## src/rtl/rwh_pkg.sv

```systemverilog
`timescale 1ns / 1ps
// ----------------------------------------------------------------------------
// Rolling window hash package
// Field widths and hash constants shared by the channel interfaces and the
// top level.
// ----------------------------------------------------------------------------
package rwh_pkg;

   localparam int SYM_W          = 8;
   localparam int HASH_W         = 17;
   localparam int POS_W          = 32;
   localparam int LEN_W          = 7;

   localparam int MAX_WINDOW_DEF = 64;
   localparam logic [LEN_W-1:0] LEN_RESET = 7'd10;

   // base 256 is a left shift by eight
   localparam int HASH_MOD       = 99991;
   localparam int BASE_SHIFT     = 8;

   // result queue depth, covers the pipeline in flight plus stalled words
   localparam int FIFO_DEPTH     = 8;

endpackage

```

## src/rtl/rwh_req_if.sv

```systemverilog
`timescale 1ns / 1ps
// ----------------------------------------------------------------------------
// Symbol request channel
// Valid/ready channel carrying one symbol byte and its restart flag.
// ----------------------------------------------------------------------------
interface rwh_req_if;
   import rwh_pkg::*;

   logic             valid;
   logic             ready;
   logic [SYM_W-1:0] symbol;
   logic             restart;

   modport source (output valid, output symbol, output restart, input ready);
   modport sink   (input valid, input symbol, input restart, output ready);

endinterface

```

## src/rtl/rwh_rsp_if.sv

```systemverilog
`timescale 1ns / 1ps
// ----------------------------------------------------------------------------
// Hash response channel
// Valid/ready channel carrying one window hash and the window start position.
// ----------------------------------------------------------------------------
interface rwh_rsp_if;
   import rwh_pkg::*;

   logic              valid;
   logic              ready;
   logic [HASH_W-1:0] window_hash;
   logic [POS_W-1:0]  window_start;

   modport source (output valid, output window_hash, output window_start, input ready);
   modport sink   (input valid, input window_hash, input window_start, output ready);

endinterface

```

## src/rtl/rwh_csr_if.sv

```systemverilog
`timescale 1ns / 1ps
// ----------------------------------------------------------------------------
// Window length register write channel
// Valid/ready channel carrying the write data of the window length register.
// ----------------------------------------------------------------------------
interface rwh_csr_if;
   import rwh_pkg::*;

   logic             valid;
   logic             ready;
   logic [LEN_W-1:0] window_length;

   modport source (output valid, output window_length, input ready);
   modport sink   (input valid, input window_length, output ready);

endinterface

```

## src/rtl/rolling_window_hash_top.sv

```systemverilog
`timescale 1ns / 1ps
// ----------------------------------------------------------------------------
// Rolling window hash, top level
// Rabin-Karp hash (base 256, modulo 99991) over a sliding window of symbols.
// ----------------------------------------------------------------------------
// The block takes one symbol word per clock and, once the window holds
// window_length symbols, returns one word per symbol with the window hash and
// the position of the window's first symbol. A symbol goes through window
// read, weight multiply, drop reduction and hash update, then waits in an
// eight-word result queue, so the input keeps streaming while results are
// held back; the input stalls when the queue and the words in flight would
// fill it. Sustained rate is one symbol per cycle while the hash side keeps
// taking words, set by the hash feedback loop. After reset and after each
// write of window_length, the leading weight 256^L mod 99991 is built by one
// multiply-by-256 step per cycle, and req_bus.ready stays low until it is
// complete. A length of 0 acts as 1 and a length above MAX_WINDOW acts as
// MAX_WINDOW; a length write empties the window but keeps the position count.
// ----------------------------------------------------------------------------
module rolling_window_hash_top #(
   parameter int MAX_WINDOW = rwh_pkg::MAX_WINDOW_DEF
) (
   input logic        clock,
   input logic        reset,
   rwh_req_if.sink    req_bus,
   rwh_rsp_if.source  rsp_bus,
   rwh_csr_if.sink    csr_bus
);
   import rwh_pkg::*;

   localparam int AW          = (MAX_WINDOW > 1) ? $clog2(MAX_WINDOW) : 1;
   localparam int MAX_CAP     = (1 << LEN_W) - 1;
   localparam logic [LEN_W-1:0] MAX_LEN =
      LEN_W'((MAX_WINDOW > MAX_CAP) ? MAX_CAP : MAX_WINDOW);
   localparam int PW          = ((AW > LEN_W) ? AW : LEN_W) + 1;
   localparam int RED_W       = HASH_W + BASE_SHIFT;
   localparam int RECIP       = (1 << RED_W) / HASH_MOD;
   localparam int RECIP_W     = $clog2(RECIP + 1);
   localparam int FIFO_AW     = $clog2(FIFO_DEPTH);
   localparam int OCC_W       = FIFO_AW + 2;
   localparam logic [HASH_W:0]   MOD_R = (HASH_W + 1)'(HASH_MOD);

   typedef struct packed {
      logic [SYM_W-1:0] sym;
      logic             restart;
      logic             full;
      logic             emit;
      logic [POS_W-1:0] start;
   } stage_type;

   typedef struct packed {
      logic [HASH_W-1:0] hash;
      logic [POS_W-1:0]  start;
   } rsp_word_type;

   // x mod 99991 for x below 2^25: reciprocal estimate, then one correction
   function automatic logic [HASH_W-1:0] mod_reduce(input logic [RED_W-1:0] x);
      logic [RED_W+RECIP_W-1:0] prod;
      logic [RECIP_W-1:0]       q;
      logic [RED_W-1:0]         qm;
      logic [HASH_W:0]          r;
      prod = (RED_W + RECIP_W)'(x) * (RED_W + RECIP_W)'(RECIP);
      q    = prod[RED_W+RECIP_W-1:RED_W];
      qm   = RED_W'(q) * RED_W'(HASH_MOD);
      r    = (HASH_W + 1)'(x - qm);
      if (r >= MOD_R) begin
         return HASH_W'(r - MOD_R);
      end
      return HASH_W'(r);
   endfunction

   // configuration and leading weight
   logic [LEN_W-1:0]  wl_ff;
   logic [LEN_W-1:0]  len;
   logic              busy_ff;
   logic [LEN_W-1:0]  wcnt_ff;
   logic [HASH_W-1:0] lead_ff;

   // stream state
   logic [LEN_W-1:0]  fill_ff, fill_in;
   logic [POS_W-1:0]  pos_ff, pos_in;
   logic [AW-1:0]     wp_ff, wp_in;
   logic [HASH_W-1:0] hash_ff, hash_in;
   logic [SYM_W-1:0]  window_mem [MAX_WINDOW];
   logic [AW-1:0]     rd_addr;

   // pipeline
   stage_type         a_ff, b_ff, c_ff, a_in;
   logic              va_ff, vb_ff, vc_ff;
   logic [SYM_W-1:0]  oldest_ff;
   logic [RED_W-1:0]  prod_ff;
   logic [HASH_W-1:0] drop_ff;

   // result queue
   rsp_word_type      fifo_mem [FIFO_DEPTH];
   logic [FIFO_AW-1:0] wr_ptr_ff, rd_ptr_ff;
   logic [FIFO_AW:0]  cnt_ff;
   logic [OCC_W-1:0]  occ;

   logic req_fire, rsp_fire, csr_fire, push;

   assign req_fire = req_bus.valid && req_bus.ready;
   assign rsp_fire = rsp_bus.valid && rsp_bus.ready;
   assign csr_fire = csr_bus.valid && csr_bus.ready;
   assign csr_bus.ready = 1'b1;

   always_comb begin
      if (wl_ff == '0) begin
         len = LEN_W'(1);
      end else if (wl_ff > MAX_LEN) begin
         len = MAX_LEN;
      end else begin
         len = wl_ff;
      end
   end

   // leading weight 256^L mod 99991, one base step per cycle
   always_ff @(posedge clock) begin
      if (reset) begin
         wl_ff   <= LEN_RESET;
         busy_ff <= 1'b1;
         wcnt_ff <= '0;
         lead_ff <= HASH_W'(1);
      end else if (csr_fire) begin
         wl_ff   <= csr_bus.window_length;
         busy_ff <= 1'b1;
         wcnt_ff <= '0;
         lead_ff <= HASH_W'(1);
      end else if (busy_ff) begin
         if (wcnt_ff == len) begin
            busy_ff <= 1'b0;
         end else begin
            lead_ff <= mod_reduce({lead_ff, {BASE_SHIFT{1'b0}}});
            wcnt_ff <= wcnt_ff + LEN_W'(1);
         end
      end
   end

   // admission: fill, position and window start
   always_comb begin
      logic [LEN_W-1:0] fill_base;
      logic [POS_W-1:0] pos_base;
      fill_base    = req_bus.restart ? '0 : fill_ff;
      pos_base     = req_bus.restart ? '0 : pos_ff;
      a_in.sym     = req_bus.symbol;
      a_in.restart = req_bus.restart;
      a_in.full    = (fill_base >= len);
      fill_in      = a_in.full ? fill_base : fill_base + LEN_W'(1);
      a_in.emit    = (fill_in >= len);
      pos_in       = pos_base + POS_W'(1);
      a_in.start   = pos_in - POS_W'(len);
      wp_in        = (wp_ff == AW'(MAX_WINDOW - 1)) ? '0 : wp_ff + AW'(1);
   end

   // oldest symbol sits L entries behind the write pointer
   always_comb begin
      logic [PW-1:0] wp_w, len_w;
      wp_w  = PW'(wp_ff);
      len_w = PW'(len);
      if (wp_w >= len_w) begin
         rd_addr = AW'(wp_w - len_w);
      end else begin
         rd_addr = AW'(wp_w + PW'(MAX_WINDOW) - len_w);
      end
   end

   // read before write: at full length the oldest entry is the one replaced
   always_ff @(posedge clock) begin
      if (req_fire) begin
         window_mem[wp_ff] <= req_bus.symbol;
         oldest_ff         <= window_mem[rd_addr];
      end
   end

   always_ff @(posedge clock) begin
      if (reset) begin
         fill_ff <= '0;
         pos_ff  <= '0;
         wp_ff   <= '0;
      end else if (csr_fire) begin
         fill_ff <= '0;
      end else if (req_fire) begin
         fill_ff <= fill_in;
         pos_ff  <= pos_in;
         wp_ff   <= wp_in;
      end
   end

   // pipeline valids
   always_ff @(posedge clock) begin
      if (reset) begin
         va_ff <= 1'b0;
         vb_ff <= 1'b0;
         vc_ff <= 1'b0;
      end else begin
         va_ff <= req_fire;
         vb_ff <= va_ff;
         vc_ff <= vb_ff;
      end
   end

   // pipeline payload: multiply, then reduce the drop term
   always_ff @(posedge clock) begin
      a_ff    <= a_in;
      b_ff    <= a_ff;
      c_ff    <= b_ff;
      prod_ff <= RED_W'(oldest_ff) * RED_W'(lead_ff);
      drop_ff <= mod_reduce(prod_ff);
   end

   // hash update: 256*h + sym, then remove oldest*256^L
   always_comb begin
      logic [HASH_W-1:0] h_base;
      logic [HASH_W-1:0] t;
      h_base = c_ff.restart ? '0 : hash_ff;
      t      = mod_reduce({h_base, c_ff.sym});
      if (!c_ff.full) begin
         hash_in = t;
      end else if (t >= drop_ff) begin
         hash_in = t - drop_ff;
      end else begin
         hash_in = HASH_W'((HASH_W + 1)'(t) + MOD_R - (HASH_W + 1)'(drop_ff));
      end
   end

   always_ff @(posedge clock) begin
      if (reset) begin
         hash_ff <= '0;
      end else if (csr_fire) begin
         hash_ff <= '0;
      end else if (vc_ff) begin
         hash_ff <= hash_in;
      end
   end

   // result queue
   assign push = vc_ff && c_ff.emit;

   always_ff @(posedge clock) begin
      if (push) begin
         fifo_mem[wr_ptr_ff] <= '{hash: hash_in, start: c_ff.start};
      end
   end

   always_ff @(posedge clock) begin
      if (reset) begin
         wr_ptr_ff <= '0;
         rd_ptr_ff <= '0;
         cnt_ff    <= '0;
      end else begin
         if (push) begin
            wr_ptr_ff <= wr_ptr_ff + FIFO_AW'(1);
         end
         if (rsp_fire) begin
            rd_ptr_ff <= rd_ptr_ff + FIFO_AW'(1);
         end
         case ({push, rsp_fire})
            2'b10:   cnt_ff <= cnt_ff + (FIFO_AW + 1)'(1);
            2'b01:   cnt_ff <= cnt_ff - (FIFO_AW + 1)'(1);
            default: cnt_ff <= cnt_ff;
         endcase
      end
   end

   // hold input while queue plus words in flight could overflow
   assign occ = OCC_W'(cnt_ff) + OCC_W'(va_ff) + OCC_W'(vb_ff) + OCC_W'(vc_ff);
   assign req_bus.ready = !busy_ff && (occ < OCC_W'(FIFO_DEPTH));

   assign rsp_bus.valid        = (cnt_ff != '0);
   assign rsp_bus.window_hash  = fifo_mem[rd_ptr_ff].hash;
   assign rsp_bus.window_start = fifo_mem[rd_ptr_ff].start;

endmodule

```

## src/flat_wrapper.sv

```systemverilog
// flat-port wrapper written by rule: the top's interface ports become plain ports
module rolling_window_hash_top_flat import rwh_pkg::*;
#(
   parameter int MAX_WINDOW = rwh_pkg::MAX_WINDOW_DEF
)
  (clock, reset, req_bus_valid, req_bus_symbol, req_bus_restart, req_bus_ready, rsp_bus_valid, rsp_bus_window_hash, rsp_bus_window_start, rsp_bus_ready, csr_bus_valid, csr_bus_window_length, csr_bus_ready);
  rwh_req_if req_bus_i ();
  rwh_rsp_if rsp_bus_i ();
  rwh_csr_if csr_bus_i ();
  input logic clock;
  input logic reset;
  input wire logic [$bits(req_bus_i.valid)-1:0] req_bus_valid;
  input wire logic [$bits(req_bus_i.symbol)-1:0] req_bus_symbol;
  input wire logic [$bits(req_bus_i.restart)-1:0] req_bus_restart;
  output wire logic [$bits(req_bus_i.ready)-1:0] req_bus_ready;
  output wire logic [$bits(rsp_bus_i.valid)-1:0] rsp_bus_valid;
  output wire logic [$bits(rsp_bus_i.window_hash)-1:0] rsp_bus_window_hash;
  output wire logic [$bits(rsp_bus_i.window_start)-1:0] rsp_bus_window_start;
  input wire logic [$bits(rsp_bus_i.ready)-1:0] rsp_bus_ready;
  input wire logic [$bits(csr_bus_i.valid)-1:0] csr_bus_valid;
  input wire logic [$bits(csr_bus_i.window_length)-1:0] csr_bus_window_length;
  output wire logic [$bits(csr_bus_i.ready)-1:0] csr_bus_ready;
  assign req_bus_i.valid = req_bus_valid;
  assign req_bus_i.symbol = req_bus_symbol;
  assign req_bus_i.restart = req_bus_restart;
  assign req_bus_ready = req_bus_i.ready;
  assign rsp_bus_valid = rsp_bus_i.valid;
  assign rsp_bus_window_hash = rsp_bus_i.window_hash;
  assign rsp_bus_window_start = rsp_bus_i.window_start;
  assign rsp_bus_i.ready = rsp_bus_ready;
  assign csr_bus_i.valid = csr_bus_valid;
  assign csr_bus_i.window_length = csr_bus_window_length;
  assign csr_bus_ready = csr_bus_i.ready;
  rolling_window_hash_top #(.MAX_WINDOW(MAX_WINDOW)) u_core (.clock(clock), .reset(reset), .req_bus(req_bus_i), .rsp_bus(rsp_bus_i), .csr_bus(csr_bus_i));
endmodule
```

## config.mk

```make
export PLATFORM = sky130hd
export DESIGN_NAME = rolling_window_hash_top_flat
export DESIGN_NICKNAME = d
export VERILOG_FILES = /design/src/rtl/rwh_pkg.sv /design/src/rtl/rwh_req_if.sv /design/src/rtl/rwh_rsp_if.sv /design/src/rtl/rwh_csr_if.sv /design/src/rtl/rolling_window_hash_top.sv /design/src/flat_wrapper.sv
export SDC_FILE = /design/constraint.sdc
export NUM_CORES = 2
export LEC_CHECK = 0
export BUFFER_PORTS_ARGS = -buffer_cell sky130_fd_sc_hd__buf_2
export CAP_MARGIN = 25
export CORE_ASPECT_RATIO = 1.5
export CORE_MARGIN = 2
export CORE_UTILIZATION = 40
export DETAILED_ROUTE_END_ITERATION = 16
export GPL_TIMING_DRIVEN = 0
export HOLD_SLACK_MARGIN = 0.02
export SYNTH_ARGS = -nofsm -noshare
export SYNTH_HDL_FRONTEND = slang
export SYNTH_SLANG_ARGS = --single-unit
```

## constraint.sdc

```tcl
create_clock -name clock -period 14.45 [get_ports clock]
set_input_delay 3.6125 -clock clock [delete_from_list [all_inputs] [get_ports clock]]
set_output_delay 3.6125 -clock clock [all_outputs]
set_load 0.01 [all_outputs]
```

Yosys cells after proc, flatten, opt, wreduce, memory -nomap -nowiden
Memories as Yosys holds them, arrays and structs flattened. A register that Yosys moved wholly into a read port is not among the register bits.
Index checks and enable logic that the tools add are counted.

storage, ports and cells
  input port bits = 21
  word-level logic and storage cells = 122
  output and inout bits = 52
  memory bits (writable) = 904
  memories = 2
  register bits = 278

memories
  name               words  bits a word  read ports  clocked after Yosys merged registers in  write ports  line                           source
  u_core.window_mem  64     8            1           1                                        1            rolling_window_hash_top.sv:83  logic [SYM_W-1:0] window_mem [MAX_WINDOW];
  u_core.fifo_mem    8      49           1           1                                        1            rolling_window_hash_top.sv:94  rsp_word_type fifo_mem [FIFO_DEPTH];

cells by class
  multiply operators = 7
  bitwise operators = 2
  reductions and logical operators = 11
  muxes and demuxes = 32
  eq/ne operators = 4
  add/sub/neg operators = 24
  order comparisons = 9

operator list
  cell                    count
  $mux 17                 9
  $mul 25x9->34 const B   2
  $ge 18x17->1 const B    3
  $mul 9x17->18 const B   3
  $sub 18x18->18          3
  $sub 17x17->17 const B  3
  $sub 17x17->17          2
  $add 32x1->32 const B   1
  $mux 32                 1
  $sub 32x7->32           1
  $mux 7                  4
  $mul 17x9->26 const B   1
  $mul 8x17->25           1
  $add 17x17->17 const B  1
  $ge 17x17->1            1
  $add 7x1->7 const B     2
  $ge 7x7->1              2
  $mux 1                  13
  $add 6x1->6 const B     2
  $mux 6                  2
  $sub 6x6->6             2
  $add 5x1->5             2
  $pmux 4 s2              1
  $eq 7x7->1              1
  other kinds (19)        26

Depth between registers and ports, before layout
  depth after elaboration = 11
  depth in mapped cells = 65
  gate-level depth less buffers = 62

Least setup slack after synthesis
Ideal clock, no wire load.

  kind = register to register
  start = register u_core.c_ff[34] (netlist name)
  end = register u_core.hash_ff[15]
  arrival = 14,574 ps
  path buffers = 3
  cell stages (with the launch flop) = 61
  setup time = 116 ps
  setup slack = -240 ps
  required time = 14,334 ps
  cells stage by stage = dfxtp_1 clkbuf_1 clkbuf_1 nor2b_1 fa_1 ha_1 fa_1 inv_1 fa_1 inv_1 ha_1 a21oi_1 nand2_1 o21ai_2 o22ai_2 nor3_1 o21bai_1 a21oi_1 (+25 left out) nor2_2 mux2_2 ha_1 ha_1 fa_1 nand2_1 a21boi_0 o21a_1 o21ai_0 a21boi_0 o31ai_1 nand2_1 a31oi_1 o211a_1 xor2_1 mux2i_1 mux2_4 o211a_1

on the way
  cells in the longest elaborated chain, start to end = 11
  elaborated cells on any way between the ends = 15
  those cells by class = 5 x add/sub; 2 x mul; 2 x order compare; 6 x mux

ends and longest elaborated chain
  what                                            line                                                          source
  start, declared                                 rolling_window_hash_top.sv:87                                 stage_type a_ff, b_ff, c_ff, a_in;
  start signal, assigned                          rolling_window_hash_top.sv:205                                c_ff <= b_ff;
  $mux 17 *                                       rolling_window_hash_top.sv:214                                h_base = c_ff.restart ? '0 : hash_ff;
  $mul 25x9->34                                   rolling_window_hash_top.sv:61                                 prod = (RED_W + RECIP_W)'(x) * (RED_W + RECIP_W)'(RECIP);
  $mul 9x17->18                                   rolling_window_hash_top.sv:63                                 qm = RED_W'(q) * RED_W'(HASH_MOD);
  $sub 18x18->18 *                                rolling_window_hash_top.sv:64                                 r = (HASH_W + 1)'(x - qm);
  $sub 17x17->17 or $ge 18x17->1 (tied branches)  rolling_window_hash_top.sv:66, rolling_window_hash_top.sv:65
  $mux 17 or $mux 1 (tied branches)               rolling_window_hash_top.sv:65                                 if (r >= MOD_R) begin
  $mux 17 *                                       rolling_window_hash_top.sv:68                                 return HASH_W'(r);
  $add 17x17->17                                  rolling_window_hash_top.sv:221                                hash_in = HASH_W'((HASH_W + 1)'(t) + MOD_R - (HASH_W + 1)'(drop_ff));
  $sub 17x17->17                                  rolling_window_hash_top.sv:221
  $mux 17                                         rolling_window_hash_top.sv:218                                end else if (t >= drop_ff) begin
  $mux 17 *                                       rolling_window_hash_top.sv:216                                if (!c_ff.full) begin
  named net u_core.hash_in[15]                    rolling_window_hash_top.sv:82                                 logic [HASH_W-1:0] hash_ff, hash_in;
  end signal, assigned                            rolling_window_hash_top.sv:231                                hash_ff <= hash_in;
  end, declared                                   rolling_window_hash_top.sv:82

Mark *: on every way through the listed nets, which the timed path passes. The rest lies on a longest branch. The select of a mux whose other input is x is not followed.
A chain may end at the register's enable or synchronous reset.

Worst setup path in the final report
  start = register u_core.c_ff[34] (netlist name)
  end = register u_core.hash_ff[9]

The elaborated chain is that of the path after synthesis.

==> flow_summary.json <==
{
  "ant_nets": 0,
  "mostFrequentLayoutCell": "edfxtp_1",
  "drt_wl_total_mm": 165,
  "clkSlewWorstSetupHoldPaths_ns": 0.07,
  "cp_max_fo": 10,
  "clk_latency_ns": 0.77,
  "cts_tree": "done",
  "syn_to_final_growth_pct": 12.5,
  "track_usage_pct": 18.4,
  "layout.nets": 6741,
  "maxCapViolCount": 0,
  "numCtsBuffers": 109,
  "grt_max_degree": 54,
  "routedWlPerCell_microns": 20.4,
  "worstSetupStartpoint": "u_core.c_ff[34]",
  "firstDrtPassIters": 8,
  "setup_ws_ns": 0.576,
  "post-route-min-period_ns": 13.87,
  "max_freq_ghz": 0.0721,
  "setup_viol": 0,
  "syn-num-nets": 6464,
  "ys_seq_area_share_pct": 46.5,
  "tightestPinTransition_ns": 1.15,
  "cpMostUsedCell": "fa_1",
  "grt_pass1_vias": 45000,
  "run_status": "completed",
  "remaining_drc_errors": 0,
  "synth_area_sq_um": 70900,
  "synth.avg_cell_area_sq_um": 13.0,
  "relSlewSlack_pct": 22.8,
  "drv_slew": 0,
  "critical_path_arrival_ns": 14.44,
  "hp-class": "reg -> reg",
  "die_y_microns": 520,
  "pin_count": 73,
  "vias": 42300,
  "row_count": 189,
  "cts_max_level": 3,
  "fin_skew_ns": 0.0755,
  "critical_path_class": "reg -> reg",
  "cts_sinks": 1193,
  "place_ws_ns": -3.83,
  "gp_congestion": 0.883,
  "ys_warn_count": 0,
  "post-route-period-util_pct": 96.0,
  "grt_pass1_wl_mm": 257,
  "dp_hpwl_mm": 125,
  "async_reset_ff_share_pct": 0,
  "coreArea_sq_um": 176000,
  "clockBufferDepth": 3,
  "synth_cell_types": 108,
  "overflow": 0,
  "critPathSlowestCell": "fa_1",
  "synth_edf_count": 912,
  "cp-start-kind": "register",
  "dieWidth_microns": 348,
  "final_cell_mix": "edfxtp_1 (912), inv_1 (771), ha_1 (547), fa_1 (434)",
  "r2r-start": "u_core.c_ff[34]",
  "antenna_found_initial": 4,
  "critPathCaptureType": "register",
  "start_util_pct": 40.2,
  "hold_violations": 0,
  "initialDrtViolationCount": 2535,
  "via_per_inst": 5.22,
  "ys_ff_latch": 1193,
  "critical_path.max_stage_delay_ns": 0.53,
  "diodes": 0,
  "die-area_sq_um": 181000,
  "portBuffers": 71,
  "required_ns": 15.01,
  "ctsRootBufferMaster": "clkbuf_16",
  "drive_gt1_share_pct": 14.4,
  "worstHoldStart": "u_core.b_ff[12]",
  "synth_ff_type": "edfxtp_1",
  "netlist_instances": 5450
}
-- cell usage after synthesis, drive strengths merged (37+ instances only) --
cell type  number  share of area [%]
edfxtp        912                 39
inv           776                4.1
ha            558                9.8
fa            435                 12
nor2          310                1.6
nand2         302                1.6
dfxtp         281                7.9
mux4          258                8.2
xnor2         165                2.1
a21oi         158                1.2
clkbuf        141               0.75
xor2          115                1.4
o21ai         107               0.77
and2           89               0.78
a21o           70               0.74
nor2b          68               0.60
nor3           66               0.49
nand3          64               0.45
mux2           55               0.88
a211oi         48               0.56
buf            40               0.24
mux2i          37               0.52
-- path summary, 6_finish.rpt --
kind              cells past startpoint  slack [ns]                 to
setup reg to reg                     63        0.58  u_core.hash_ff[9]
hold / removal                        0        0.32    u_core.c_ff[12]
setup / recovery                     63        0.58  u_core.hash_ff[9]
hold reg to reg                       0        0.32    u_core.c_ff[12]
-- worst max-delay path, delay by kind of cell (launching register included) --
family | cells | cell delay [ns]
adders and majority gates | 13 | 4.81
DFF | 1 | 0.40
xor gates and xnor gates | 2 | 0.32
AOI/OAI and AO/OA | 23 | 4.55
muxes | 1 | 0.19
and+or+nand+nor | 10 | 1.54
buffers and inverters | 14 | 1.86
-- per-layer routing --
metal | share of wire (%) | up-vias | global-route usage (%) | wire [microns]
met1 | 38 | 21500 | 20.7 | 62900
met4 | 4.2 | 4 | 7.71 | 7000
met5 | 0.016 | - | 0 | 27
met3 | 3.7 | 282 | 2.13 | 6130
li1 | - | 19700 | - | -
met2 | 54 | 823 | 34.8 | 89200
-- cells by family after synthesis --
logic type	share of synthesized area [%]
flip-flops	46.5
AND/OR/NAND/NOR	7.39
adder cells (fa/ha/maj)	22.1
buffers and inverters	5.11
AO/OA/AOI/OAI	5.75
multiplexers	9.59
XOR/XNOR	3.49
other	0.00529
-- flip-flops by register name, summed over array words and instances (netlist names), named ones only --
signal             flops
u_core.window_mem    512
u_core.fifo_mem      392
u_core.a_ff           43
u_core.b_ff           43
u_core.c_ff           43
u_core.pos_ff         32
u_core.prod_ff        25
u_core.drop_ff        17
u_core.hash_ff        17
u_core.lead_ff        17
u_core.oldest_ff       8
u_core.fill_ff         7
u_core.wcnt_ff         7
u_core.wl_ff           7
u_core.wp_ff           6
u_core.cnt_ff          4
u_core.rd_ptr_ff       3
u_core.wr_ptr_ff       3
u_core.busy_ff         1
u_core.va_ff           1
u_core.vb_ff           1
u_core.vc_ff           1
-- repair_timing --
action / 4_1_cts / 5_1_grt
gates resized for setup: 91 / 55
setup buffers: 43 / 15
pin swaps: 30 / 33
endpoints found under the setup margin: 153 / 153
hold buffers: 0 / 0
cloned: 0 / 2
-- metrics by stage --
stage                     instance area, sq um  util [%]  hold slack, ns  setup TNS (ns)  std cells
after floorplan                          70900         -           0.310               0       5450
after global placement                   74200      42.0           0.310         -487.11       7813
after detailed placement                 74900      42.4           0.312         -490.98       7850
after CTS                                79300      44.9           0.322               0       8093
after global routing                     79800      45.2           0.328         -0.0506       8113
final                                    79800      45.2           0.322               0       8113
-- layout make-up --
class,count,area (sq um)
plain buffers,169,697
clock buffers,141,2960
clock inverters,64,709
fillers,15800,96600
inverters,778,2930
multi-input cells,3300,35000
flip-flops and latches,1193,33000
well taps,2292,2870
repair buffers,176,1610
Power is not shown: default switching activity piles up to over one toggle a cycle in this logic, so the estimate is an artifact.
